$ cat src/sv/itf_pkg.sv
// Shared types, constants and a helper function of the integer-to-text formatter.
// No dependencies; the digit unit, the formatter and its testbench import this package.

package itf_pkg;

    // Default sizes, handed to the top-level parameters
    localparam int VALUE_BITS_DEF = 64;
    localparam int MAX_WIDTH_DEF  = 64;

    // Conversion modes as carried on the request channel
    typedef enum logic [2:0] {
        MODE_SDEC = 3'd0,
        MODE_UDEC = 3'd1,
        MODE_OCT  = 3'd2,
        MODE_HEXL = 3'd3,
        MODE_HEXU = 3'd4,
        MODE_PTR  = 3'd5
    } itf_mode_t;

    // Number base used by the digit unit
    typedef enum logic [1:0] {
        RADIX_DEC = 2'd0,
        RADIX_OCT = 2'd1,
        RADIX_HEX = 2'd2
    } itf_radix_t;

    // Sequencer states
    typedef enum logic [2:0] {
        ST_IDLE = 3'd0,
        ST_LOAD = 3'd1,
        ST_CONV = 3'd2,
        ST_SCAN = 3'd3,
        ST_PLAN = 3'd4,
        ST_EMIT = 3'd5
    } itf_state_t;

    // Commands from the sequencer to the digit unit
    typedef struct packed {
        logic       load;
        itf_radix_t radix;
        logic       dabble;
        logic       shift;
    } itf_dig_cmd_t;

    // ASCII characters of the field
    localparam logic [7:0] CH_SPACE = 8'h20;
    localparam logic [7:0] CH_PLUS  = 8'h2B;
    localparam logic [7:0] CH_MINUS = 8'h2D;
    localparam logic [7:0] CH_ZERO  = 8'h30;
    localparam logic [7:0] CH_LX    = 8'h78;
    localparam logic [7:0] CH_UX    = 8'h58;

    localparam logic [8*16-1:0] UPPER_DIGITS = "0123456789ABCDEF";
    localparam logic [8*16-1:0] LOWER_DIGITS = "0123456789abcdef";

    // Map one digit to its ASCII character; the first string character sits at the MSB
    function automatic logic [7:0] itf_digit_char(input logic [3:0] d, input logic upper);
        logic [6:0] pos;
        pos = {4'(4'd15 - d), 3'b000};
        return upper ? UPPER_DIGITS[pos +: 8] : LOWER_DIGITS[pos +: 8];
    endfunction

endpackage

$ cat src/sv/itf_if.sv
// Handshake channels of the integer-to-text formatter: conversion requests in,
// characters out. Standalone; no package needed.

interface itf_req_if;
    logic              valid;
    logic              ready;
    logic [2:0]        mode;
    logic [63:0]       value;
    logic [1:0]        arg_size;
    logic              left_align;
    logic              force_plus;
    logic              space_sign;
    logic              alternate_form;
    logic              zero_pad;
    logic [6:0]        field_width;
    logic signed [6:0] precision;

    modport source (
        output valid, mode, value, arg_size, left_align, force_plus, space_sign,
               alternate_form, zero_pad, field_width, precision,
        input  ready
    );
    modport sink (
        input  valid, mode, value, arg_size, left_align, force_plus, space_sign,
               alternate_form, zero_pad, field_width, precision,
        output ready
    );
endinterface

interface itf_text_if;
    logic       valid;
    logic       ready;
    logic [7:0] character;
    logic       last;

    modport source (output valid, character, last, input ready);
    modport sink (input valid, character, last, output ready);
endinterface

$ cat src/sv/itf_digit_unit.sv
// Shared digit unit: holds the digit register, loads octal/hex digits directly,
// converts binary to decimal by shift-and-add-3, shifts digits out MSB first. Uses itf_pkg.

module itf_digit_unit #(
    parameter int VALUE_BITS = itf_pkg::VALUE_BITS_DEF
) (
    input  logic                              clk,
    input  itf_pkg::itf_dig_cmd_t             cmd,
    input  logic [VALUE_BITS-1:0]             mag,
    input  logic [$clog2(VALUE_BITS+1)-1:0]   bits,
    output logic [3:0]                        top_digit
);
    import itf_pkg::*;

    localparam int DIGITS = (VALUE_BITS + 2) / 3;
    localparam int BCD_W  = 4 * DIGITS;
    localparam int BITS_W = $clog2(VALUE_BITS + 1);

    logic [BCD_W-1:0]      dig_reg, dig_next;
    logic [VALUE_BITS-1:0] bin_reg, bin_next;
    logic [BCD_W-1:0]      mag_pad;
    logic [BCD_W-1:0]      oct_digits;
    logic [BCD_W-1:0]      adj_digits;
    logic [BITS_W-1:0]     skip;

    assign mag_pad = BCD_W'(mag);
    assign skip    = BITS_W'(VALUE_BITS) - bits;

    // Split into octal digits and pre-correct each BCD digit for the next doubling
    for (genvar i = 0; i < DIGITS; i++) begin : g_digit
        assign oct_digits[4*i +: 4] = {1'b0, mag_pad[3*i +: 3]};
        assign adj_digits[4*i +: 4] = (dig_reg[4*i +: 4] >= 4'd5) ?
                                      4'(dig_reg[4*i +: 4] + 4'd3) : dig_reg[4*i +: 4];
    end

    // Select the next digit and binary contents
    always_comb
    begin
        dig_next = dig_reg;
        bin_next = bin_reg;
        if (cmd.load)
        begin
            bin_next = mag << skip;
            case (cmd.radix)
                RADIX_OCT: dig_next = oct_digits;
                RADIX_HEX: dig_next = mag_pad;
                default:   dig_next = '0;
            endcase
        end
        else if (cmd.dabble)
        begin
            dig_next = {adj_digits[BCD_W-2:0], bin_reg[VALUE_BITS-1]};
            bin_next = bin_reg << 1;
        end
        else if (cmd.shift)
        begin
            dig_next = dig_reg << 4;
        end
    end

    always_ff @(posedge clk)
    begin
        dig_reg <= dig_next;
        bin_reg <= bin_next;
    end

    assign top_digit = dig_reg[BCD_W-1 -: 4];

endmodule

$ cat src/sv/itf_out_stage.sv
// Output register of the formatter: holds one character until the sink takes it.
// Depends on itf_text_if.

module itf_out_stage (
    input  logic          clk,
    input  logic          rst_n,
    input  logic          push,
    input  logic [7:0]    ch_in,
    input  logic          last_in,
    output logic          can_push,
    itf_text_if.source    text
);
    logic       valid_reg, valid_next;
    logic [7:0] ch_reg;
    logic       last_reg;

    // Room when empty or when the held character leaves this cycle
    assign can_push = !valid_reg || text.ready;

    always_comb
    begin
        if (push)
            valid_next = 1'b1;
        else if (text.ready)
            valid_next = 1'b0;
        else
            valid_next = valid_reg;
    end

    always_ff @(posedge clk or negedge rst_n)
    begin
        if (!rst_n)
            valid_reg <= 1'b0;
        else
            valid_reg <= valid_next;
    end

    // Capture the payload on each push
    always_ff @(posedge clk)
    begin
        if (push)
        begin
            ch_reg   <= ch_in;
            last_reg <= last_in;
        end
    end

    assign text.valid     = valid_reg;
    assign text.character = ch_reg;
    assign text.last      = last_reg;

endmodule

$ cat src/sv/integer_to_text_formatter.sv
// integer_to_text_formatter: printf-style %d %u %o %x %X %p conversion of one integer per
// request, streamed out as ASCII characters with the final one marked by last. The block takes
// one request at a time: after a transfer it runs a load step, then for decimal modes a per-bit
// pass over the argument bits (8 to VALUE_BITS) in the shared shift-and-add-3 digit unit, then a
// scan through the same unit that drops leading zero digits, a planning step, and the emission
// of each character (up to MAX_WIDTH) as the sink takes it; the request channel is ready again
// in the cycle after the last character, or after the planning step when the field is empty.
// Hex and octal skip the per-bit pass.
// Depends on itf_pkg, itf_if, itf_digit_unit and itf_out_stage.

module integer_to_text_formatter #(
    parameter int VALUE_BITS = itf_pkg::VALUE_BITS_DEF,
    parameter int MAX_WIDTH  = itf_pkg::MAX_WIDTH_DEF
) (
    input  logic        clk,
    input  logic        rst_n,
    itf_req_if.sink     req,
    itf_text_if.source  text
);
    import itf_pkg::*;

    localparam int DIGITS     = (VALUE_BITS + 2) / 3;
    localparam int DIG_CW     = $clog2(DIGITS + 1);
    localparam int BITS_W     = $clog2(VALUE_BITS + 1);
    localparam int IDX_W      = $clog2(VALUE_BITS);
    localparam int CNT_W      = $clog2(MAX_WIDTH + 1);
    localparam int PREC_LIMIT = MAX_WIDTH - 4;

    typedef enum logic [2:0] {
        PH_LPAD  = 3'd0,
        PH_SIGN  = 3'd1,
        PH_PFX   = 3'd2,
        PH_ZERO  = 3'd3,
        PH_DIGIT = 3'd4,
        PH_RPAD  = 3'd5
    } itf_phase_t;

    itf_state_t state_reg, state_next;

    // Request fields held for the conversion
    logic [VALUE_BITS-1:0] mag_reg;
    logic [BITS_W-1:0]     bits_reg;
    itf_radix_t            radix_reg;
    logic                  upper_reg;
    logic                  ptr_reg;
    logic                  alt_reg;
    logic                  left_reg;
    logic                  zpad_reg;
    logic                  zero_reg;
    logic                  has_sign_reg;
    logic [7:0]            sign_char_reg;
    logic [CNT_W-1:0]      width_reg;
    logic [CNT_W-1:0]      prec_reg;
    logic                  prec_spec_reg;

    // Sequencer counters
    logic [BITS_W-1:0] conv_cnt_reg, conv_cnt_next;
    logic [DIG_CW-1:0] ndig_reg, ndig_next;
    logic [CNT_W-1:0]  lpad_cnt_reg, lpad_cnt_next;
    logic [CNT_W-1:0]  rpad_cnt_reg, rpad_cnt_next;
    logic [CNT_W-1:0]  zero_cnt_reg, zero_cnt_next;
    logic [1:0]        pfx_cnt_reg, pfx_cnt_next;
    logic              pfx_hex_reg, pfx_hex_next;
    logic              sign_pend_reg, sign_pend_next;
    logic [CNT_W-1:0]  remain_reg, remain_next;

    // Request decode
    logic [6:0]            size_bits;
    logic                  ptr_in;
    logic                  sdec_in;
    logic                  upper_in;
    itf_radix_t            radix_in;
    logic [BITS_W-1:0]     bits_in;
    logic [VALUE_BITS-1:0] mask_in;
    logic [VALUE_BITS-1:0] raw_in;
    logic                  neg_in;
    logic [VALUE_BITS-1:0] mag_in;
    logic                  has_sign_in;
    logic [7:0]            sign_char_in;
    logic [CNT_W-1:0]      width_in;
    logic [CNT_W-1:0]      prec_in;
    logic                  prec_spec_in;
    logic                  accept;

    // Plan of the field
    logic [CNT_W-1:0] ndig_eff;
    logic [CNT_W-1:0] zeros0;
    logic             pfx_hex_p;
    logic             pfx_oct_p;
    logic [1:0]       pfx_len_p;
    logic [CNT_W-1:0] total0;
    logic             zfill;
    logic [CNT_W-1:0] zeros_p;
    logic [CNT_W-1:0] total_p;
    logic [CNT_W-1:0] pad_p;
    logic [CNT_W-1:0] remain_p;

    // Emission and digit unit control
    itf_phase_t   phase;
    logic         can_push;
    logic         emit_go;
    logic         push;
    logic [7:0]   ch;
    logic         last_ch;
    logic         scan_shift;
    logic [3:0]   top_digit;
    itf_dig_cmd_t dig_cmd;

    assign req.ready = (state_reg == ST_IDLE);
    assign accept    = req.valid && req.ready;

    // Decode mode and argument size
    always_comb
    begin
        sdec_in  = 1'b0;
        upper_in = 1'b0;
        ptr_in   = 1'b0;
        radix_in = RADIX_DEC;
        unique case (req.mode)
            MODE_SDEC: sdec_in = 1'b1;
            MODE_UDEC: radix_in = RADIX_DEC;
            MODE_OCT:  radix_in = RADIX_OCT;
            MODE_HEXL: radix_in = RADIX_HEX;
            MODE_HEXU:
            begin
                radix_in = RADIX_HEX;
                upper_in = 1'b1;
            end
            MODE_PTR:
            begin
                radix_in = RADIX_HEX;
                ptr_in   = 1'b1;
            end
            default:   radix_in = RADIX_DEC;
        endcase
    end

    // Reduce to the argument width and take the magnitude
    assign size_bits = 7'd8 << req.arg_size;
    assign bits_in   = (ptr_in || size_bits > 7'(VALUE_BITS)) ? BITS_W'(VALUE_BITS)
                                                              : BITS_W'(size_bits);
    assign mask_in   = {VALUE_BITS{1'b1}} >> (BITS_W'(VALUE_BITS) - bits_in);
    assign raw_in    = req.value[VALUE_BITS-1:0] & mask_in;
    assign neg_in    = sdec_in && raw_in[IDX_W'(bits_in - BITS_W'(1))];
    assign mag_in    = neg_in ? ((~raw_in + VALUE_BITS'(1)) & mask_in) : raw_in;

    // Pick the sign character; plus wins over space
    always_comb
    begin
        has_sign_in  = sdec_in;
        sign_char_in = CH_SPACE;
        if (neg_in)
            sign_char_in = CH_MINUS;
        else if (req.force_plus)
            sign_char_in = CH_PLUS;
        else if (req.space_sign)
            sign_char_in = CH_SPACE;
        else
            has_sign_in = 1'b0;
    end

    // Saturate width and precision; a pointer without precision gets one digit
    assign width_in = (req.field_width > 7'(MAX_WIDTH)) ? CNT_W'(MAX_WIDTH)
                                                        : CNT_W'(req.field_width);
    always_comb
    begin
        prec_spec_in = !req.precision[6];
        if ({1'b0, req.precision[5:0]} > 7'(PREC_LIMIT))
            prec_in = CNT_W'(PREC_LIMIT);
        else
            prec_in = CNT_W'(req.precision[5:0]);
        if (ptr_in && !prec_spec_in)
        begin
            prec_spec_in = 1'b1;
            prec_in      = CNT_W'(1);
        end
    end

    // Hold the decoded request
    always_ff @(posedge clk)
    begin
        if (accept)
        begin
            mag_reg       <= mag_in;
            bits_reg      <= bits_in;
            radix_reg     <= radix_in;
            upper_reg     <= upper_in;
            ptr_reg       <= ptr_in;
            alt_reg       <= req.alternate_form || ptr_in;
            left_reg      <= req.left_align;
            zpad_reg      <= req.zero_pad;
            zero_reg      <= (mag_in == '0);
            has_sign_reg  <= has_sign_in;
            sign_char_reg <= sign_char_in;
            width_reg     <= width_in;
            prec_reg      <= prec_in;
            prec_spec_reg <= prec_spec_in;
        end
    end

    // Lay out the field once the digit count is known
    always_comb
    begin
        ndig_eff  = (zero_reg && prec_spec_reg && prec_reg == '0) ? '0 : CNT_W'(ndig_reg);
        zeros0    = (prec_spec_reg && prec_reg > ndig_eff) ? (prec_reg - ndig_eff) : '0;
        pfx_hex_p = alt_reg && (radix_reg == RADIX_HEX) &&
                    (ptr_reg ? (ndig_eff != '0) : !zero_reg);
        pfx_oct_p = alt_reg && (radix_reg == RADIX_OCT) && (zeros0 == '0) &&
                    !(zero_reg && ndig_eff != '0);
        pfx_len_p = pfx_hex_p ? 2'd2 : (pfx_oct_p ? 2'd1 : 2'd0);
        total0    = ndig_eff + zeros0 + CNT_W'(pfx_len_p) + CNT_W'(has_sign_reg);
        zfill     = zpad_reg && !left_reg && !prec_spec_reg && (width_reg > total0);
        zeros_p   = zfill ? (zeros0 + (width_reg - total0)) : zeros0;
        total_p   = zfill ? width_reg : total0;
        pad_p     = (width_reg > total_p) ? (width_reg - total_p) : '0;
        remain_p  = total_p + pad_p;
    end

    assign scan_shift = (state_reg == ST_SCAN) && (ndig_reg > DIG_CW'(1)) && (top_digit == 4'd0);
    assign emit_go    = (state_reg == ST_EMIT) && can_push;

    // Next state
    always_comb
    begin
        state_next = state_reg;
        unique case (state_reg)
            ST_IDLE: if (accept) state_next = ST_LOAD;
            ST_LOAD: state_next = (radix_reg == RADIX_DEC) ? ST_CONV : ST_SCAN;
            ST_CONV: if (conv_cnt_reg == BITS_W'(1)) state_next = ST_SCAN;
            ST_SCAN: if (!scan_shift) state_next = ST_PLAN;
            ST_PLAN: state_next = (remain_p == '0) ? ST_IDLE : ST_EMIT;
            ST_EMIT: if (emit_go && remain_reg == CNT_W'(1)) state_next = ST_IDLE;
            default: state_next = ST_IDLE;
        endcase
    end

    // Select the field part that comes next
    always_comb
    begin
        if (lpad_cnt_reg != '0)
            phase = PH_LPAD;
        else if (sign_pend_reg)
            phase = PH_SIGN;
        else if (pfx_cnt_reg != 2'd0)
            phase = PH_PFX;
        else if (zero_cnt_reg != '0)
            phase = PH_ZERO;
        else if (ndig_reg != '0)
            phase = PH_DIGIT;
        else
            phase = PH_RPAD;
    end

    // Outputs: digit unit commands, character and push
    always_comb
    begin
        dig_cmd        = '0;
        dig_cmd.radix  = radix_reg;
        dig_cmd.load   = (state_reg == ST_LOAD);
        dig_cmd.dabble = (state_reg == ST_CONV);
        dig_cmd.shift  = scan_shift || (emit_go && phase == PH_DIGIT);

        push    = emit_go;
        last_ch = (remain_reg == CNT_W'(1));
        unique case (phase)
            PH_LPAD:  ch = CH_SPACE;
            PH_SIGN:  ch = sign_char_reg;
            PH_PFX:   ch = (pfx_cnt_reg == 2'd1 && pfx_hex_reg) ? (upper_reg ? CH_UX : CH_LX)
                                                                : CH_ZERO;
            PH_ZERO:  ch = CH_ZERO;
            PH_DIGIT: ch = itf_digit_char(top_digit, upper_reg);
            PH_RPAD:  ch = CH_SPACE;
            default:  ch = CH_SPACE;
        endcase
    end

    // Counter updates
    always_comb
    begin
        conv_cnt_next  = conv_cnt_reg;
        ndig_next      = ndig_reg;
        lpad_cnt_next  = lpad_cnt_reg;
        rpad_cnt_next  = rpad_cnt_reg;
        zero_cnt_next  = zero_cnt_reg;
        pfx_cnt_next   = pfx_cnt_reg;
        pfx_hex_next   = pfx_hex_reg;
        sign_pend_next = sign_pend_reg;
        remain_next    = remain_reg;
        case (state_reg)
            ST_LOAD:
            begin
                conv_cnt_next = bits_reg;
                ndig_next     = DIG_CW'(DIGITS);
            end
            ST_CONV:
            begin
                conv_cnt_next = conv_cnt_reg - BITS_W'(1);
            end
            ST_SCAN:
            begin
                if (scan_shift)
                    ndig_next = ndig_reg - DIG_CW'(1);
            end
            ST_PLAN:
            begin
                ndig_next      = DIG_CW'(ndig_eff);
                lpad_cnt_next  = left_reg ? '0 : pad_p;
                rpad_cnt_next  = left_reg ? pad_p : '0;
                zero_cnt_next  = zeros_p;
                pfx_cnt_next   = pfx_len_p;
                pfx_hex_next   = pfx_hex_p;
                sign_pend_next = has_sign_reg;
                remain_next    = remain_p;
            end
            ST_EMIT:
            begin
                if (emit_go)
                begin
                    remain_next = remain_reg - CNT_W'(1);
                    case (phase)
                        PH_LPAD:  lpad_cnt_next  = lpad_cnt_reg - CNT_W'(1);
                        PH_SIGN:  sign_pend_next = 1'b0;
                        PH_PFX:   pfx_cnt_next   = pfx_cnt_reg - 2'd1;
                        PH_ZERO:  zero_cnt_next  = zero_cnt_reg - CNT_W'(1);
                        PH_DIGIT: ndig_next      = ndig_reg - DIG_CW'(1);
                        default:  rpad_cnt_next  = rpad_cnt_reg - CNT_W'(1);
                    endcase
                end
            end
            default:
            begin
                remain_next = remain_reg;
            end
        endcase
    end

    always_ff @(posedge clk or negedge rst_n)
    begin
        if (!rst_n)
        begin
            state_reg     <= ST_IDLE;
            conv_cnt_reg  <= '0;
            ndig_reg      <= '0;
            lpad_cnt_reg  <= '0;
            rpad_cnt_reg  <= '0;
            zero_cnt_reg  <= '0;
            pfx_cnt_reg   <= '0;
            pfx_hex_reg   <= 1'b0;
            sign_pend_reg <= 1'b0;
            remain_reg    <= '0;
        end
        else
        begin
            state_reg     <= state_next;
            conv_cnt_reg  <= conv_cnt_next;
            ndig_reg      <= ndig_next;
            lpad_cnt_reg  <= lpad_cnt_next;
            rpad_cnt_reg  <= rpad_cnt_next;
            zero_cnt_reg  <= zero_cnt_next;
            pfx_cnt_reg   <= pfx_cnt_next;
            pfx_hex_reg   <= pfx_hex_next;
            sign_pend_reg <= sign_pend_next;
            remain_reg    <= remain_next;
        end
    end

    itf_digit_unit #(
        .VALUE_BITS (VALUE_BITS)
    ) u_digit (
        .clk       (clk),
        .cmd       (dig_cmd),
        .mag       (mag_reg),
        .bits      (bits_reg),
        .top_digit (top_digit)
    );

    itf_out_stage u_out (
        .clk      (clk),
        .rst_n    (rst_n),
        .push     (push),
        .ch_in    (ch),
        .last_in  (last_ch),
        .can_push (can_push),
        .text     (text)
    );

`ifndef ASSERT_OFF
    // The marked final character ends the conversion
    a_last_ends: assert property (@(posedge clk) disable iff (!rst_n)
        (push && last_ch) |=> (state_reg == ST_IDLE))
        else $error("sequencer did not return to idle after the last character");

    // The remaining count matches the sum of the field parts still to send
    a_remain_sum: assert property (@(posedge clk) disable iff (!rst_n)
        (state_reg == ST_EMIT) |-> (remain_reg == CNT_W'(lpad_cnt_reg + rpad_cnt_reg +
            zero_cnt_reg + CNT_W'(pfx_cnt_reg) + CNT_W'(sign_pend_reg) + CNT_W'(ndig_reg))))
        else $error("remaining character count disagrees with the field parts");

    // Only decimal requests run the per-bit conversion
    a_conv_dec: assert property (@(posedge clk) disable iff (!rst_n)
        (state_reg == ST_CONV) |-> (radix_reg == RADIX_DEC))
        else $error("binary-to-decimal pass started for a non-decimal request");

    // A digit is shifted out only while digits remain
    a_digit_left: assert property (@(posedge clk) disable iff (!rst_n)
        (push && phase == PH_DIGIT) |-> (ndig_reg != '0))
        else $error("digit emitted with an empty digit count");
`endif

endmodule

$ cat src/flat_wrapper.sv
// flat-port wrapper written by rule: the top's interface ports become plain ports
module integer_to_text_formatter_flat import itf_pkg::*;
#(
    parameter int VALUE_BITS = itf_pkg::VALUE_BITS_DEF,
    parameter int MAX_WIDTH  = itf_pkg::MAX_WIDTH_DEF
)
  (clk, rst_n, req_valid, req_mode, req_value, req_arg_size, req_left_align, req_force_plus, req_space_sign, req_alternate_form, req_zero_pad, req_field_width, req_precision, req_ready, text_valid, text_character, text_last, text_ready);
  itf_req_if req_i ();
  itf_text_if text_i ();
  input  logic clk;
  input  logic rst_n;
  input wire logic [$bits(req_i.valid)-1:0] req_valid;
  input wire logic [$bits(req_i.mode)-1:0] req_mode;
  input wire logic [$bits(req_i.value)-1:0] req_value;
  input wire logic [$bits(req_i.arg_size)-1:0] req_arg_size;
  input wire logic [$bits(req_i.left_align)-1:0] req_left_align;
  input wire logic [$bits(req_i.force_plus)-1:0] req_force_plus;
  input wire logic [$bits(req_i.space_sign)-1:0] req_space_sign;
  input wire logic [$bits(req_i.alternate_form)-1:0] req_alternate_form;
  input wire logic [$bits(req_i.zero_pad)-1:0] req_zero_pad;
  input wire logic [$bits(req_i.field_width)-1:0] req_field_width;
  input wire logic [$bits(req_i.precision)-1:0] req_precision;
  output wire logic [$bits(req_i.ready)-1:0] req_ready;
  output wire logic [$bits(text_i.valid)-1:0] text_valid;
  output wire logic [$bits(text_i.character)-1:0] text_character;
  output wire logic [$bits(text_i.last)-1:0] text_last;
  input wire logic [$bits(text_i.ready)-1:0] text_ready;
  assign req_i.valid = req_valid;
  assign req_i.mode = req_mode;
  assign req_i.value = req_value;
  assign req_i.arg_size = req_arg_size;
  assign req_i.left_align = req_left_align;
  assign req_i.force_plus = req_force_plus;
  assign req_i.space_sign = req_space_sign;
  assign req_i.alternate_form = req_alternate_form;
  assign req_i.zero_pad = req_zero_pad;
  assign req_i.field_width = req_field_width;
  assign req_i.precision = req_precision;
  assign req_ready = req_i.ready;
  assign text_valid = text_i.valid;
  assign text_character = text_i.character;
  assign text_last = text_i.last;
  assign text_i.ready = text_ready;
  integer_to_text_formatter #(.VALUE_BITS(VALUE_BITS), .MAX_WIDTH(MAX_WIDTH)) u_core (.clk(clk), .rst_n(rst_n), .req(req_i), .text(text_i));
endmodule
$ cat config.mk
export PLATFORM = sky130hd
export DESIGN_NAME = integer_to_text_formatter_flat
export DESIGN_NICKNAME = d
export VERILOG_FILES = /design/src/sv/itf_pkg.sv /design/src/sv/itf_if.sv /design/src/sv/itf_digit_unit.sv /design/src/sv/itf_out_stage.sv /design/src/sv/integer_to_text_formatter.sv /design/src/flat_wrapper.sv
export SDC_FILE = /design/constraint.sdc
export NUM_CORES = 1
export LEC_CHECK = 0
export BUFFER_PORTS_ARGS = -buffer_cell sky130_fd_sc_hd__buf_4
export CORE_ASPECT_RATIO = 0.5
export CORE_MARGIN = 3
export CORE_UTILIZATION = 44
export CTS_CLUSTER_SIZE = 28
export DETAILED_ROUTE_END_ITERATION = 12
export MAX_ROUTING_LAYER = met4
export SLEW_MARGIN = 30
export SYNTH_ARGS = -nofsm -noshare
export SYNTH_HDL_FRONTEND = slang
export SYNTH_HIERARCHICAL = 1
export SYNTH_SLANG_ARGS = --single-unit
$ cat constraint.sdc
create_clock -name clk -period 27.1 [get_ports clk]
set_input_delay 5.42 -clock clk [delete_from_list [all_inputs] [get_ports clk]]
set_output_delay 5.42 -clock clk [all_outputs]
set_load 0.05 [all_outputs]
==> metrics.cfg <==
[outcome]
status=finished clean

[floorplan]
rows=59
core_area_sq_mm=0.0523
die_area_sq_mm=0.0561
io_pins=103
initial_core_util=0.448
die_h_um=169
die_w_um=332

[clock_tree]
cts_setup_buffers=0
cts_resized=0
worstSkewPairLatency_ns=0.61
cts.clk_slew.worst_paths_ns=0.06
cts_tree=yes
clockBufferDepth=3
htreeDepth=1
holdBufCountCts=0
clockRootBuffer=clkbuf_16
cts_made_buffers=31
clkSinkCount=296

[sta]
setup_tns_ns=0
fin_ws_ns=16.49
worst_pin_slew_ns=0.979
rsz0062_at_grt=no
maxSlewViolCount=0
relSlewSlack=0.342
period_share=0.391
hold_viol=0
finalCriticalPeriod_ns=10.61
finalSetupViolations=0
clock_skew_ns=0.0350
fmax_mhz=94.3

[routing]
dr.pass1.iters=7
drcViolationCount=0
wl_met3_um=6740
vias=20100
ant_nets=0
highest_layer=met4
totalWireLength_um=71200
wl_met2_um=29900
wl_per_cell_um=22.0
drt-initial-drc-count=2558
viasPerCell=6.20
met1Wirelength_um=33000

[critical_path]
rr_endpoint=u_core/state_reg[2]
cp_data_arrival_time_ns=11.04
worstReg2RegStart=u_core/prec_reg[3]
crit_type=primary input to flop
reg2reg_slack_ns=16.59
cp_slowest_cell=nor2b_2
start_kind=primary input
cp_max_fo=46
worstPathCellList=buf_4, and3b_1, buf_4, or3b_2, ha_1, inv_1, ha_1, nor2b_2, o32ai_1, mux4_2, nand2_4, inv_2, a31o_2, nor4_1, nor4b_1, nand4_1, nor4_2
critical_path.top_delay_family=simple AND/OR/NAND/NOR gates
worstSetupEndpointType=flop
required_ns=27.53
slowest_delay_ns=0.57
r2r_cells=49
critPathBufInv=4

[final_layout]
drive_above_1_share=0.121
layout.nets=2727
fin_util=0.490
diodes=0
fillerInstances=4942
largest_register_ffs=88
syn_to_final_growth_pct=9.51
stdcell_area_sq_mm=0.0256

[grt]
grt_pass1_vias=18600
grt_max_degree=83
grt_pass1_wl_um=110000
antenna_found_initial=0
track_usage=0.253
globalRouteOverflowTotal=0

[logic_synthesis]
ys_seq_area_frac=0.371
synth_ff_type=edfxtp_1
synth_edf_count=255
ys_types=103
syn_avg_cell_area_sq_um=9.39
ys_warn_count=6
synth_top_area_frac=0.327
synthArstFlopShare=0.139
syn-cell-area_sq_mm=0.0234
yosys-top-cells-area=edfxtp_1 (33%), ha_1 (5.7%), mux2i_1 (4.9%)
syn-instance-count=2491
synth-seq-cells=296
yosysTopAreaCell=edfxtp_1

[placement]
dpl-instance-area_sq_mm=0.0246
hpwlAfterDp_um=51100
dp_slack_ns=15.62
port_buffers=102
globalplace.congestion=0.941

[flow_run]
maxCapViolCount=0

[pwr]
finalPower_uw=3140
p_per_area_mw_per_mm2=122
ir_drop_mv=0.0736
p_leak_uw=0.00975

[hold_path]
holdPathEnd=u_core/zero_cnt_reg[6]
min_from=u_core/zero_cnt_reg[6]
min_path_type=flop to flop
min_path_cells=2

## cell usage after synthesis, drive strengths merged (8+ instances only)
library cell,instances
a22o,18
mux4,31
o211ai,23
a21o,19
nand2,278
o2bb2ai,24
buf,61
o22ai,17
mux2i,119
ha,107
nand2b,52
mux2,40
nand4,10
nor3,47
nor2,219
a31oi,13
clkbuf,80
edfxtp,255
xnor2,75
xor2,44
or4,11
a211oi,8
nor4,23
nor2b,19
dfrtp,41
nand3,41
o21bai,9
o2111ai,15
or3,24
a221oi,11
a222oi,49
nor3b,10
a22oi,20
o21ai,225
a221o,13
fa,11
inv,133
o31ai,27
o221ai,15
and2,17
a21oi,139
## final cells by class
class                   count  area [sq um]  share of cell area
clock buffers              33           793              0.0310
flip-flops and latches    296          8680               0.339
repair buffers            125           950              0.0371
well taps                 701           877              0.0342
multi-input cells        1929         13600               0.529
inverters                 134           503              0.0196
clock inverters            24           248             0.00967
## worst register-to-register path, delay by kind of cell, from the launching register on
family                   cells  cell delay (ns)
XOR/XNOR                     2             0.26
AO/OA/AOI/OAI               18             3.11
flip-flops                   1             0.40
AND/OR/NAND/NOR             15             3.22
buffers and inverters        5             0.58
multiplexers                 1             0.31
adder cells (fa/ha/maj)      8             2.52
## how the worst max path moves through the flow
stage / from / end / slack (ns) / cells past startpoint
after floorplan: u_core/prec_reg[3] / u_core/state_reg[2] / 17.54 / 49
after global placement: req_mode[2] / u_core/zero_reg / 15.79 / 17
after detailed placement: req_mode[2] / u_core/zero_reg / 15.62 / 17
after CTS: req_mode[2] / u_core/zero_reg / 16.21 / 17
after global routing: u_core/prec_reg[3] / u_core/state_reg[2] / 15.55 / 49
final: req_mode[2] / u_core/zero_reg / 16.49 / 17
## metal layers
| metal | vias up | track usage |
|---|---|---|
| met3 | 114 | 0.0514 |
| met5 | - | - |
| met1 | 9715 | 0.369 |
| li1 | 9358 | - |
| met4 | 0 | 0.0536 |
| met2 | 909 | 0.361 |
## layout by cell type (no fill, tap or decap), drive strengths merged, types with 27 or more instances in the layout
cell type  count
nand2        278
edfxtp       255
o21ai        225
nor2         219
a21oi        139
inv          136
buf          125
mux2i        119
ha           107
xnor2         75
nand2b        52
a222oi        49
nor3          47
xor2          44
nand3         41
dfrtp         41
mux2          40
clkbuf        33
mux4          31
o31ai         27
## per-stage QoR
stage / hold slack (ns) / instances
floorplan: 0.448 / 2500
global placement: 0.463 / 3184
detailed placement: 0.470 / 3185
CTS: 0.484 / 3242
global route: 0.504 / 3242
finish: 0.481 / 3242
## where the power goes
group          total (uW)  internal, uW  leakage, uW  switching [uW]
Sequential            962           786      0.00296             177
Combinational        1720           687      0.00629            1040
Clock                 452           251     0.000507             201
## logic make-up after synthesis
kind of cell | synth area share
multiplexers | 0.102
adder cells (fa/ha/maj) | 0.0671
AO/OA/AOI/OAI | 0.203
XOR/XNOR | 0.0452
flip-flops | 0.371
buffers and inverters | 0.0526
other | 0.000160
AND/OR/NAND/NOR | 0.159
Power figures use the tool's default switching activity.
